$ cat src/rtl/owig_pkg.sv
// ----------------------------------------------------------------------------
// owig_pkg
// Shared types, sizes and codes of the occupancy window gain block.
// ----------------------------------------------------------------------------
package owig_pkg;

  localparam int MAX_WIDTH  = 256;
  localparam int MAX_HEIGHT = 256;
  localparam int MAX_RADIUS = 63;

  localparam int ROW_W  = $clog2(MAX_HEIGHT);
  localparam int COL_W  = $clog2(MAX_WIDTH);
  localparam int CELLS  = MAX_WIDTH * MAX_HEIGHT;
  localparam int ADDR_W = $clog2(CELLS);

  localparam int MAX_SIDE = (MAX_WIDTH > MAX_HEIGHT) ? MAX_WIDTH : MAX_HEIGHT;
  localparam int MAX_DIM  = ((MAX_SIDE > 512) ? MAX_SIDE : 512) + MAX_RADIUS;
  localparam int CRD_W    = $clog2(MAX_DIM + 1) + 1;

  localparam int GAIN_W  = 15;
  localparam int MAX_CNT = (2 * MAX_RADIUS + 1) * 2 * MAX_RADIUS;
  localparam int CNT_W   = $clog2(MAX_CNT + 1) + 1;
  localparam int ACC_W   = (CNT_W > GAIN_W) ? CNT_W : GAIN_W;

  localparam int CFG_IDX_W  = 2;
  localparam int CFG_DATA_W = 9;

  localparam logic [8:0] GRID_WIDTH_RST  = 9'd256;
  localparam logic [8:0] GRID_HEIGHT_RST = 9'd256;
  localparam logic [5:0] RADIUS_RST      = 6'd20;

  localparam logic [7:0] CELL_UNKNOWN  = 8'hFF;
  localparam logic [7:0] CELL_OCCUPIED = 8'd100;

  typedef enum logic [CFG_IDX_W-1:0] {
    CFG_GRID_WIDTH   = 2'd0,
    CFG_GRID_HEIGHT  = 2'd1,
    CFG_RADIUS_CELLS = 2'd2
  } cfg_idx_e;

  typedef enum logic {
    ACT_WRITE = 1'b0,
    ACT_QUERY = 1'b1
  } action_e;

  typedef enum logic [2:0] {
    ST_IDLE,
    ST_SETUP,
    ST_SCAN,
    ST_DRAIN,
    ST_DONE
  } state_e;

  typedef struct packed {
    logic wr;
    logic load;
    logic setup;
    logic step;
    logic load_out;
  } owig_cmd_t;

  typedef struct packed {
    logic empty;
    logic last;
  } owig_sts_t;

endpackage

$ cat src/rtl/owig_ctrl.sv
// ----------------------------------------------------------------------------
// owig_ctrl
// Controller: takes requests, sequences the window scan and holds the result
// valid flag.
// ----------------------------------------------------------------------------
module owig_ctrl import owig_pkg::*; (
  input  logic      clk_i,
  input  logic      rst_ni,
  input  logic      in_valid_i,
  input  logic      action_i,
  output logic      in_stall_o,
  input  logic      out_stall_i,
  output logic      out_valid_o,
  input  owig_sts_t sts_i,
  output owig_cmd_t cmd_o
);

  state_e state_q, state_d;
  logic   out_vld_q, out_vld_d;
  logic   out_free;

  assign out_free = !out_vld_q || !out_stall_i;

  always_comb begin
    state_d = state_q;
    case (state_q)
      ST_IDLE: begin
        if (in_valid_i && (action_i == ACT_QUERY)) begin
          state_d = ST_SETUP;
        end
      end
      ST_SETUP: state_d = ST_SCAN;
      ST_SCAN: begin
        if (sts_i.empty) begin
          state_d = ST_DONE;
        end else if (sts_i.last) begin
          state_d = ST_DRAIN;
        end
      end
      ST_DRAIN: state_d = ST_DONE;
      ST_DONE: begin
        if (out_free) begin
          state_d = ST_IDLE;
        end
      end
      default: state_d = ST_IDLE;
    endcase
  end

  always_comb begin
    cmd_o      = '0;
    in_stall_o = 1'b1;
    case (state_q)
      ST_IDLE: begin
        in_stall_o = 1'b0;
        cmd_o.wr   = in_valid_i && (action_i == ACT_WRITE);
        cmd_o.load = in_valid_i && (action_i == ACT_QUERY);
      end
      ST_SETUP: cmd_o.setup = 1'b1;
      ST_SCAN:  cmd_o.step = !sts_i.empty;
      ST_DRAIN: cmd_o = '0;
      ST_DONE:  cmd_o.load_out = out_free;
      default:  cmd_o = '0;
    endcase
  end

  always_comb begin
    out_vld_d = out_vld_q;
    if (out_vld_q && !out_stall_i) begin
      out_vld_d = 1'b0;
    end
    if (cmd_o.load_out) begin
      out_vld_d = 1'b1;
    end
  end

  always_ff @(posedge clk_i or negedge rst_ni) begin
    if (!rst_ni) begin
      state_q   <= ST_IDLE;
      out_vld_q <= 1'b0;
    end else begin
      state_q   <= state_d;
      out_vld_q <= out_vld_d;
    end
  end

  assign out_valid_o = out_vld_q;

endmodule

$ cat config.mk
export PLATFORM = sky130hd
export DESIGN_NAME = owig_ctrl
export DESIGN_NICKNAME = d
export VERILOG_FILES = /design/src/rtl/owig_pkg.sv /design/src/rtl/owig_ctrl.sv
export SDC_FILE = /design/constraint.sdc
export NUM_CORES = 1
export LEC_CHECK = 0
export ABC_AREA = 1
export BUFFER_PORTS_ARGS = -buffer_cell sky130_fd_sc_hd__buf_2
export CAP_MARGIN = 20
export CELL_PAD_IN_SITES_DETAIL_PLACEMENT = 0
export CELL_PAD_IN_SITES_GLOBAL_PLACEMENT = 1
export CORE_AREA = 2 2 39 41
export DETAILED_ROUTE_END_ITERATION = 7
export DIE_AREA = 0 0 41 43
export PLACE_DENSITY_LB_ADDON = 0.12
export SYNTH_ARGS = -nofsm -noshare
export SYNTH_HDL_FRONTEND = slang
export SYNTH_SLANG_ARGS = --single-unit
$ cat constraint.sdc
create_clock -name clk_i -period 1.3 [get_ports clk_i]
set_clock_uncertainty 0.2 [all_clocks]
set_input_delay 0.13 -clock clk_i [delete_from_list [all_inputs] [get_ports clk_i]]
set_output_delay 0.13 -clock clk_i [all_outputs]
set_load 0.005 [all_outputs]
==> summary.md, run 1 <==
| Metric | Value |
|---|---|
| Status | finished, violations left |
| Violated checks | negative hold slack, negative setup slack |
| CTS max path bufs | 2 |
| Sw power | 424 uW |
| Hold slack final | -0.0807 ns |
| Reg power frac | 0.225 |
| RePlAce Congestion | 0.662 |
| Number of diodes | 0 |
| Setup slack at placement | -0.0188 ns |
| Switching Share | 0.396 |
| Warnings, synthesis | 0 |
| Combinational share of power | 0.630 |
| First-pass GRT wire length | 1070 um |
| Routed WL | 696 um |
| Setup Viol. Count Final | 7 |
| Count of different cell masters after synthesis | 12 |
| Total CTS buffers | 3 |
| Vias per cell | 4.11 |
| Via count | 304 |
| HPWL Detailed | 519 um |
| Post-Syn Area | 239 um^2 |
| Ys async rst share | 1.00 |
| Initial antenna violation count | 0 |
| Initial detailed-routing violation count | 2 |
| Initial DRT Pass Iterations | 2 |
| Power density over the cells | 2230 mW/mm^2 |
| Core area | 0.00138 mm^2 |
| Crit Path Category | register to output port |
| Clock Power Share | 0.146 |
| Register area share after synthesis | 0.419 |
| Slew Limit Fails | 0 |
| Worst setup SP type | register |
| Top cells by area, synth | dfrtp_1, nand2_1, nor2_1, nand3_1, nor2_2 |
| RSZ-0062 raised after global routing | true |
| CP max stage delay | 0.39 ns |
| Worst hold path class | input port to register |
| Per-cell routed wire length | 9.41 um |
| Critical Path RT | 0.97 ns |
| Util after Layout | 0.347 |
| # Max-Cap Violations | 0 |
| Crit end category | output port |
| Worst-margin pin slew | 0.176 ns |
| Initial core utilization | 0.173 |
| Reg clk slew, reported paths | 0.04 ns |
| Total clock sinks | 4 |
| Number of global-route vias before repair | 268 |
| Critical Path, Cell by Cell | buf_4 > inv_4 > nor2_4 > and2_4 > buf_2 |
| Largest net degree at the start of global routing | 5 |
| Synthesized net count | 40 |
| Fin. Hold Viols | 1 |
| Min cycle time layout | 1.52 ns |
| Top Metal Used | met4 |
| Metal1 wirelength | 265 um |
| CTS Hold Buffers Added | 1 |
| CTS tree | done |
| Crit Path Max Fanout | 3 |
| Routed met3 length | 52 um |
| DR WL met2 | 351 um |
| Area growth syn-to-layout | 101% |
| Cell type group with the largest total delay on the critical path | flip-flops |
| Die Y | 43 um |
| P_leak | 0.000265 uW |
| Commonest cells post-synth | nand2_1, nor2_1, dfrtp_1, inv_1, nand3_1 |
| Die W | 41 um |
| EDFF count, synth | 0 |
| Synth area leader | dfrtp_1 |
| Setup TNS Final | -0.982 ns |
| Share of post-route cells with drive strength above 1 | 0.724 |
| Worst EP arrival | 1.19 ns |
| Max transition margin | 0.881 |
| Fmax achieved | 659 MHz |
| Clock latency on the worst-skew pair | 0.24 ns |
| Antenna viol nets, final | 0 |
| Port bufs | 13 |
| Internal power | 645 uW |
| Post-synth top area share | 0.419 |
| Htree depth | 1 |
| Top_reg_cell synth | dfrtp_1 |
| GR Overflow Total | 0 |
| Crit path buf inv count | 3 |
| Final #Nets | 67 |
| I/O pin cnt | 14 |
| Tcrit/Tclk final | 1.17 |
| Yosys reg bits | 4 |
| Setup slack after layout | -0.217 ns |
| PnR Total Power | 1070 uW |
| Post-Syn Instances | 33 |
| # DRC | 0 |
| CTS root buf | clkbuf_4 |
| Worst path slowest cell | dfrtp_1 |
| Gr usage total | 0.0945 |
| Peak VDD IR | 567 uV |
| Die Area | 0.00176 mm^2 |
| Cell Rows | 14 |
| Avg Cell Area, Syn | 7.24 um^2 |
[area by class of cell]
class	instances	area, um^2
multi-input combinational	23	165
inverter	5	21.3
tap	16	20.0
sequential	4	101
clock buffer	3	22.5
timing repair buffer	23	150
fill	160	903
[cell usage in the layout (no fill, tap or decap)]
master / count
and2_4: 1
dlygate4sd3_1: 1
nand3_4: 1
nand2_1: 4
inv_4: 1
nor2_1: 2
buf_4: 7
buf_2: 13
inv_2: 2
nand3_2: 1
dfrtp_2: 1
nand2_2: 3
dfrtp_1: 3
or2_1: 1
o31ai_1: 1
clkbuf_4: 3
buf_6: 2
nor2_2: 3
nand3_1: 2
nor2_4: 4
inv_1: 2
[per-stage QoR]
step	cells	cell area, um^2
after floorplan	33	239
after global placement	64	339
after detailed placement	64	339
after CTS	73	428
after global routing	74	480
final	74	480
[repair_timing]
action	CTS	global route
endpoints found under the hold margin	5	1
cloned	0	0
buffers inserted	6	3
endpoints found under the setup margin	7	8
gates resized for setup	7	13
pin swaps	5	4
[power groups by stage]
stage	combinational, uW	sequential [uW]	clock, uW
2_1_floorplan	232	226	0
3_3_place_gp	414	226	0
3_5_place_dp	424	228	0
4_1_cts	580	232	157
5_1_grt	746	251	165
6_report	673	240	156
[registers in the layout, summed over array words and instances (netlist names)]
register     cells
out_valid_o      1
state_q          3
[worst reg2reg max path, cell delays in order (launching register included)]
cell and delay [ns]:
dfrtp_1 0.40, buf_4 0.16, inv_4 0.06, nor2_4 0.04, and2_4 0.15, or2_1 0.21
[path summary, 6_finish.rpt]
path,from,end,slack (ns),cells past startpoint
max in group asynchronous,rst_ni,state_q[2],0.75,2
worst max register to register,state_q[1],state_q[1],-0.03,5
worst max-delay path,state_q[1],cmd_o[1],-0.22,5
worst min-delay path,out_stall_i,out_valid_o,-0.08,3
worst min register to register,out_valid_o,out_valid_o,0.29,2
min in group asynchronous,rst_ni,out_valid_o,0.02,2
[logic make-up after synthesis]
family / Yosys count / synth area share
buf+inv: 6 / 0.110
flops: 4 / 0.419
simple gates: 22 / 0.440
compound gates: 1 / 0.0314
[routing by layer]
metal  up-vias  global-route usage
met1       138               0.110
met3         4              0.0209
li1        150                   -
met5         -                   0
met2        12               0.128
met4         0               0.100
Power figures use the tool's default switching activity.
==> inputs of run 2 (changes only) <==
--- a/config.mk
+++ b/config.mk
@@ -6,8 +6,7 @@
 export NUM_CORES = 1
 export LEC_CHECK = 0
 export ABC_AREA = 1
-export BUFFER_PORTS_ARGS = -buffer_cell sky130_fd_sc_hd__buf_2
-export CAP_MARGIN = 20
+export BUFFER_PORTS_ARGS = -buffer_cell sky130_fd_sc_hd__buf_4
 export CELL_PAD_IN_SITES_DETAIL_PLACEMENT = 0
 export CELL_PAD_IN_SITES_GLOBAL_PLACEMENT = 1
 export CORE_AREA = 2 2 39 41
==> summary.md, run 2 (synthesis gave the netlist of run 1 again) <==
| Metric | Value |
|---|---|
| CTS root buf | clkbuf_4 |
| HPWL Detailed | 501 um (-3.6%) |
| GR Overflow Total | 0 (unchanged) |
| First-pass GRT wire length | 1070 um (unchanged) |
| Setup Viol. Count Final | 7 (unchanged) |
| Flip-flop count of the largest register after layout | 3 (unchanged) |
| Hold slack final | -0.0636 ns (+0.0171 ns) |
| Worst hold path class | input port to register |
| Reg-to-reg startpoint | state_q[1] |
| Antenna viol nets, final | 0 (unchanged) |
| Critical Path RT | 0.97 ns (about the same) |
| Biggest register | state_q |
| Total CTS buffers | 3 (unchanged) |
| Vias per cell | 3.80 (-7.6%) |
| Gr busiest metal | met1 |
| Routed WL | 622 um (-11%) |
| Largest net degree at the start of global routing | 6 (+1) |
| Clock latency on the worst-skew pair | 0.23 ns (about the same) |
| Flop2flop setup slack | 0 ns (+0.03 ns) |
| Initial core utilization | 0.173 (unchanged) |
| Port bufs | 13 (unchanged) |
| CTS max path bufs | 2 (unchanged) |
| Cell Rows | 14 (unchanged) |
| Setup TNS Final | -0.771 ns (+0.212 ns) |
| RePlAce Congestion | 0.693 (+4.8%) |
| Fin area | 469 um^2 (-2.3%) |
| CTS tree | done |
| Commonest non-fill, non-tap cell in the layout | buf_4 |
| Initial antenna violation count | 0 (unchanged) |
| Total clock sinks | 4 (unchanged) |
| Die W | 41 um (unchanged) |
| Initial DRT Pass Iterations | 4 (+2) |
| Core area | 0.00138 mm^2 (unchanged) |
| Share of post-route cells with drive strength above 1 | 0.603 (-0.121) |
| Fin. Hold Viols | 1 (unchanged) |
| Reg2reg end | state_q[1] |
| Highest-count cells in the layout ignoring fill and taps | buf_4, nand2_1, nor2_1, nand3_1, dfrtp_1 |
| Die Area | 0.00176 mm^2 (unchanged) |
| Violated checks | negative hold slack, negative setup slack |
| RSZ-0062 raised after global routing | true |
| Min cycle time layout | 1.48 ns (-0.0398 ns) |
| Crit Path Max Fanout | 3 (unchanged) |
| Worst r2r path cells | 5 (unchanged) |
| Peak VDD IR | 578 uV (+1.9%) |
| Power density over the cells | 2160 mW/mm^2 (-2.8%) |
| Reg clk slew, reported paths | 0.04 ns (about the same) |
| Max transition margin | 0.874 (-0.00748) |
| I/O pin cnt | 14 (unchanged) |
| Number of diodes | 0 (unchanged) |
| # Max-Cap Violations | 0 (unchanged) |
| Hold Startpoint | out_stall_i |
| Setup slack after layout | -0.177 ns (+0.0398 ns) |
| Crit Path Category | register to output port |
| Final #Nets | 67 (unchanged) |
| CTS Hold Buffers Added | 1 (unchanged) |
| Hold Path Sink | out_valid_o |
| Worst EP arrival | 1.15 ns (-0.04 ns) |
| Hold path depth | 3 (unchanged) |
| Met2 track demand over resource | 0.119 (-0.00937) |
| Tcrit/Tclk final | 1.14 (-0.0306) |
| Initial detailed-routing violation count | 8 (+6) |
| Gr usage total | 0.0935 (-0.00101) |
| Per-cell routed wire length | 8.41 um (-11%) |
| Number of global-route vias before repair | 257 (-4.1%) |
| Worst-margin pin slew | 0.188 ns (+0.0111 ns) |
| Crit end category | output port |
| Status | finished, violations left |
| M3 GR Usage | 0.0314 (+0.0105) |
| P_leak | 0.000264 uW (-0.29%) |
| Via count | 281 (-7.6%) |
| Slew Limit Fails | 0 (unchanged) |
| Met1 usage | 0.119 (+0.00968) |
| Worst setup SP type | register |
| Area growth syn-to-layout | 96.3% |
| Post-Place Cell Area | 372 um^2 (+9.6%) |
| Fmax achieved | 677 MHz (+2.7%) |
| # DRC | 0 (unchanged) |
| Htree depth | 1 (unchanged) |
| Die Y | 43 um (unchanged) |
## run 2: cell count changes in the layout (fill, tap and decap cells not counted)
cell,before,now
buf_4,7,22
nand3_1,2,4
nand3_4,1,0
dfrtp_2,1,0
nand2_1,4,5
nor2_4,4,2
buf_6,2,0
nor2_1,2,4
dfrtp_1,3,4
nand2_2,3,2
nand3_2,1,0
buf_2,13,0
inv_1,2,3
inv_2,2,1
## run 2: where the power goes
part           internal [uW]  switching (uW)
combinational            373             257
sequential               180            56.0
clock                    103            46.5
## run 2: worst max path at each step
stage,from,to,slack [ns],cells after the start
CTS,state_q[1],cmd_o[4],-0.21,6
finish,state_q[1],cmd_o[1],-0.18,5
global route,state_q[0],cmd_o[4],-0.29,6
floorplan,state_q[0],cmd_o[4],0.12,5
global placement,state_q[0],cmd_o[4],0.004,6
detailed placement,state_q[0],cmd_o[4],-0.005,6
## run 2: area by class of cell
cell class | instances | area [um^2]
clock buffers | 3 | 22.5
fillers | 149 | 915
inverters | 5 | 21.3
multi-input cells | 23 | 130
flip-flops and latches | 4 | 100
well taps | 16 | 20.0
repair buffers | 23 | 175
## run 2: what timing repair did
action	in CTS	in global routing
pin swaps	3	5
hold endpoints to repair	5	1
resized for setup	3	4
buffers inserted	3	3
endpoints found under the setup margin	6	8
## run 2: layer usage
| layer | part of all wire | wire, um | vias up |
|---|---|---|---|
| met5 | 0 | 0 | - |
| met2 | 0.48 | 296 | 12 |
| met3 | 0.095 | 59 | 2 |
| li1 | - | - | 152 |
| met1 | 0.40 | 250 | 115 |
| met4 | 0.023 | 14 | 0 |
## run 2: through the flow
step | std cells | worst slack, ns | utilization | total power [uW] | hold slack (ns)
6_report | 74 | -0.177 | 0.339 | 1010 | -0.0636
5_1_grt | 74 | -0.290 | 0.339 | 1120 | -0.0565
4_1_cts | 71 | -0.208 | 0.316 | 967 | -0.0675
3_5_place_dp | 64 | -0.00543 | 0.269 | 698 | -0.272
3_3_place_gp | 64 | 0.00388 | 0.269 | 690 | -0.274
2_1_floorplan | 33 | 0.120 | - | 458 | -0.366
## run 2: worst max-delay path, stage by stage, from the launching register on
cell,delay (ns)
dfrtp_1,0.41
buf_4,0.16
inv_4,0.05
nor2_2,0.03
and2_4,0.14
buf_4,0.13
==> inputs of run 3 (changes only) <==
--- a/config.mk
+++ b/config.mk
@@ -5,7 +5,6 @@
 export SDC_FILE = /design/constraint.sdc
 export NUM_CORES = 1
 export LEC_CHECK = 0
-export ABC_AREA = 1
 export BUFFER_PORTS_ARGS = -buffer_cell sky130_fd_sc_hd__buf_4
 export CELL_PAD_IN_SITES_DETAIL_PLACEMENT = 0
 export CELL_PAD_IN_SITES_GLOBAL_PLACEMENT = 1
==> summary.md, run 3 <==
| Metric | Value |
|---|---|
| Status | finished, violations left |
| Violated checks | negative setup slack |
| Setup Viol. Count Final | 9 (+2) |
| Port bufs | 13 (unchanged) |
| Total clock sinks | 4 (unchanged) |
| Flop2flop setup slack | -0.12 ns (-0.12 ns) |
| Post-Syn Instances | 24 (-27%) |
| Peak VDD IR | 993 uV (+72%) |
| Sw power | 350 uW (-2.6%) |
| Max transition margin | 0.867 (-0.00705) |
| GR Overflow Total | 0 (unchanged) |
| Synth area leader | dfrtp_1 |
| First-pass GRT wire length | 1220 um (+14%) |
| Count leader, synth | dfrtp_1 |
| Routed WL | 746 um (+20%) |
| Util after Layout | 0.384 (+0.0452) |
| Switching Share | 0.345 (-0.00920) |
| Top_reg_cell synth | dfrtp_1 |
| Worst EP arrival | 1.28 ns (+0.13 ns) |
| Tcrit/Tclk final | 1.24 (+0.105) |
| Crit path to | cmd_o[0] |
| Post-Syn Area | 220 um^2 (-7.9%) |
| Per-cell routed wire length | 10.8 um (+29%) |
| Number of diodes | 0 (unchanged) |
| Flip-flop count of the largest register after layout | 3 (unchanged) |
| Warnings, synthesis | 0 (unchanged) |
| Slew Limit Fails | 0 (unchanged) |
| Die Area | 0.00176 mm^2 (unchanged) |
| Worst hold path class | input port to async pin |
| Avg Cell Area, Syn | 9.18 um^2 (+27%) |
| Antenna viol nets, final | 0 (unchanged) |
| Die W | 41 um (unchanged) |
| Hold slack final | 0.0227 ns (+0.0863 ns) |
| Reg2reg end | state_q[2] |
| Worst r2r path cells | 4 (-1) |
| P_leak | 0.000265 uW (+0.23%) |
| Post-synth top area share | 0.455 (+0.0357) |
| Fin. Hold Viols | 0 (-1) |
| Core area | 0.00138 mm^2 (unchanged) |
| Ys async rst share | 1.00 (unchanged) |
| Vias per cell | 4.38 (+15%) |
| Clock latency on the worst-skew pair | 0.24 ns (about the same) |
| Number of global-route vias before repair | 327 (+27%) |
| I/O pin cnt | 14 (unchanged) |
| Synthesized net count | 31 (-23%) |
| Count of different cell masters after synthesis | 15 (+3) |
| Highest-count cells in the layout ignoring fill and taps | buf_4, dlygate4sd3_1, dfrtp_1, buf_6, clkbuf_4 |
| Initial detailed-routing violation count | 3 (-5) |
| Final #Nets | 62 (-7.5%) |
| Combinational share of power | 0.617 (-0.004) |
| RePlAce Congestion | 0.694 (+0.13%) |
| CP startpoint | state_q[1] |
| RSZ-0062 raised after global routing | true |
| Reg clk slew, reported paths | 0.04 ns (about the same) |
| Top cells by area, synth | dfrtp_1, or3b_1, nand3b_1, a21oi_1, o32ai_1 |
| Min cycle time layout | 1.61 ns (+0.136 ns) |
| Commonest non-fill, non-tap cell in the layout | buf_4 |
| Crit Path Max Fanout | 3 (unchanged) |
| Reg power frac | 0.224 (-0.008) |
| # Max-Cap Violations | 0 (unchanged) |
| CTS root buf | clkbuf_4 |
| Power density over the cells | 1910 mW/mm^2 (-12%) |
| Crit Path Category | register to output port |
| Cell Rows | 14 (unchanged) |
| Area growth syn-to-layout | 141% |
| Die Y | 43 um (unchanged) |
| Fill count | 141 (-5.4%) |
| Via count | 302 (+7.5%) |
| Yosys reg bits | 4 (unchanged) |
| Reg-to-reg startpoint | state_q[1] |
| Register area share after synthesis | 0.455 (+0.0357) |
| Initial core utilization | 0.159 (-0.0136) |
| CTS max path bufs | 2 (unchanged) |
| Total CTS buffers | 3 (unchanged) |
| Internal power | 665 uW (+1.4%) |
| Worst setup SP type | register |
| Clock Power Share | 0.159 (+0.012) |
| Crit end category | output port |
| Htree depth | 1 (unchanged) |
| Gr usage total | 0.106 (+0.0122) |
| Worst-margin pin slew | 0.199 ns (+0.0111 ns) |
| HPWL Detailed | 498 um (-0.50%) |
| Share of post-route cells with drive strength above 1 | 0.604 (about the same) |
| Biggest register | state_q |
| Largest net degree at the start of global routing | 6 (unchanged) |
| Fmax achieved | 620 MHz (-8.4%) |
| Setup TNS Final | -1.65 ns (-0.875 ns) |
| EDFF count, synth | 0 (unchanged) |
| Setup slack after layout | -0.313 ns (-0.136 ns) |
| Initial DRT Pass Iterations | 4 (unchanged) |
| Initial antenna violation count | 0 (unchanged) |
| # DRC | 0 (unchanged) |
| Critical Path RT | 0.97 ns (about the same) |
| CTS tree | done |
==> run 3: area by class of cell <==
cell class	instances	area, um^2	share of cell area
timing repair buffer	27	235	0.442
multi-input combinational	17	146	0.275
sequential	4	100	0.188
clock buffer	3	22.5	0.0424
tap	16	20.0	0.0376
inverter	2	7.51	0.0141
==> run 3: cells by family (layout without fill, tap and decap cells) <==
kind of cell	count (synthesis)	count (layout)	share of synthesized area
buffers and inverters	3	32	0.0682
AO/OA/AOI/OAI	4	4	0.119
AND/OR/NAND/NOR	13	13	0.358
flip-flops	4	4	0.455
==> run 3: worst min path at each step <==
stage / end / slack (ns) / cells after the start
floorplan: out_valid_o / -0.37 / 0
global placement: state_q[2] / -0.27 / 1
detailed placement: state_q[2] / -0.27 / 1
CTS: out_valid_o / 0.02 / 2
global route: out_valid_o / 0.04 / 2
finish: state_q[0] / 0.02 / 2
==> run 3: what timing repair did <==
item                                   CTS  global route
endpoints found under the hold margin    7             0
setup endpoints to repair                8             9
hold buffers                             6             0
gates cloned                             0             0
pin swaps                                3             6
gates resized for setup                  9             6
setup buffers                            2             2
==> run 3: through the flow <==
stage,instances,worst slack [ns],cell area (um^2),power [uW]
after detailed placement,58,-0.0771,375,661
after CTS,69,-0.315,514,985
final,69,-0.313,532,1010
after global routing,69,-0.367,532,1090
after floorplan,24,-0.0635,220,384
after global placement,58,-0.0561,375,663
==> run 3: power by group through the flow <==
| stage | Sequential, uW | Combinational, uW | Clock (uW) |
|---|---|---|---|
| final | 227 | 626 | 162 |
| after global routing | 232 | 682 | 177 |
| after CTS | 226 | 590 | 169 |
| after detailed placement | 219 | 442 | 0 |
| after global placement | 219 | 444 | 0 |
| after floorplan | 229 | 156 | 0 |
==> run 3: critical path, stage by stage (launching register included) <==
cell and delay [ns]:
dfrtp_1 0.40, or3b_4 0.42, a21oi_2 0.11, buf_4 0.11
==> run 3: metal layers <==
metal / global-route usage / share of wire / wire [um]
met1: 0.104 / 0.38 / 284
met3: 0.0157 / 0.068 / 51
met5: 0 / 0 / 0
met2: 0.172 / 0.52 / 387
met4: 0.100 / 0.031 / 23
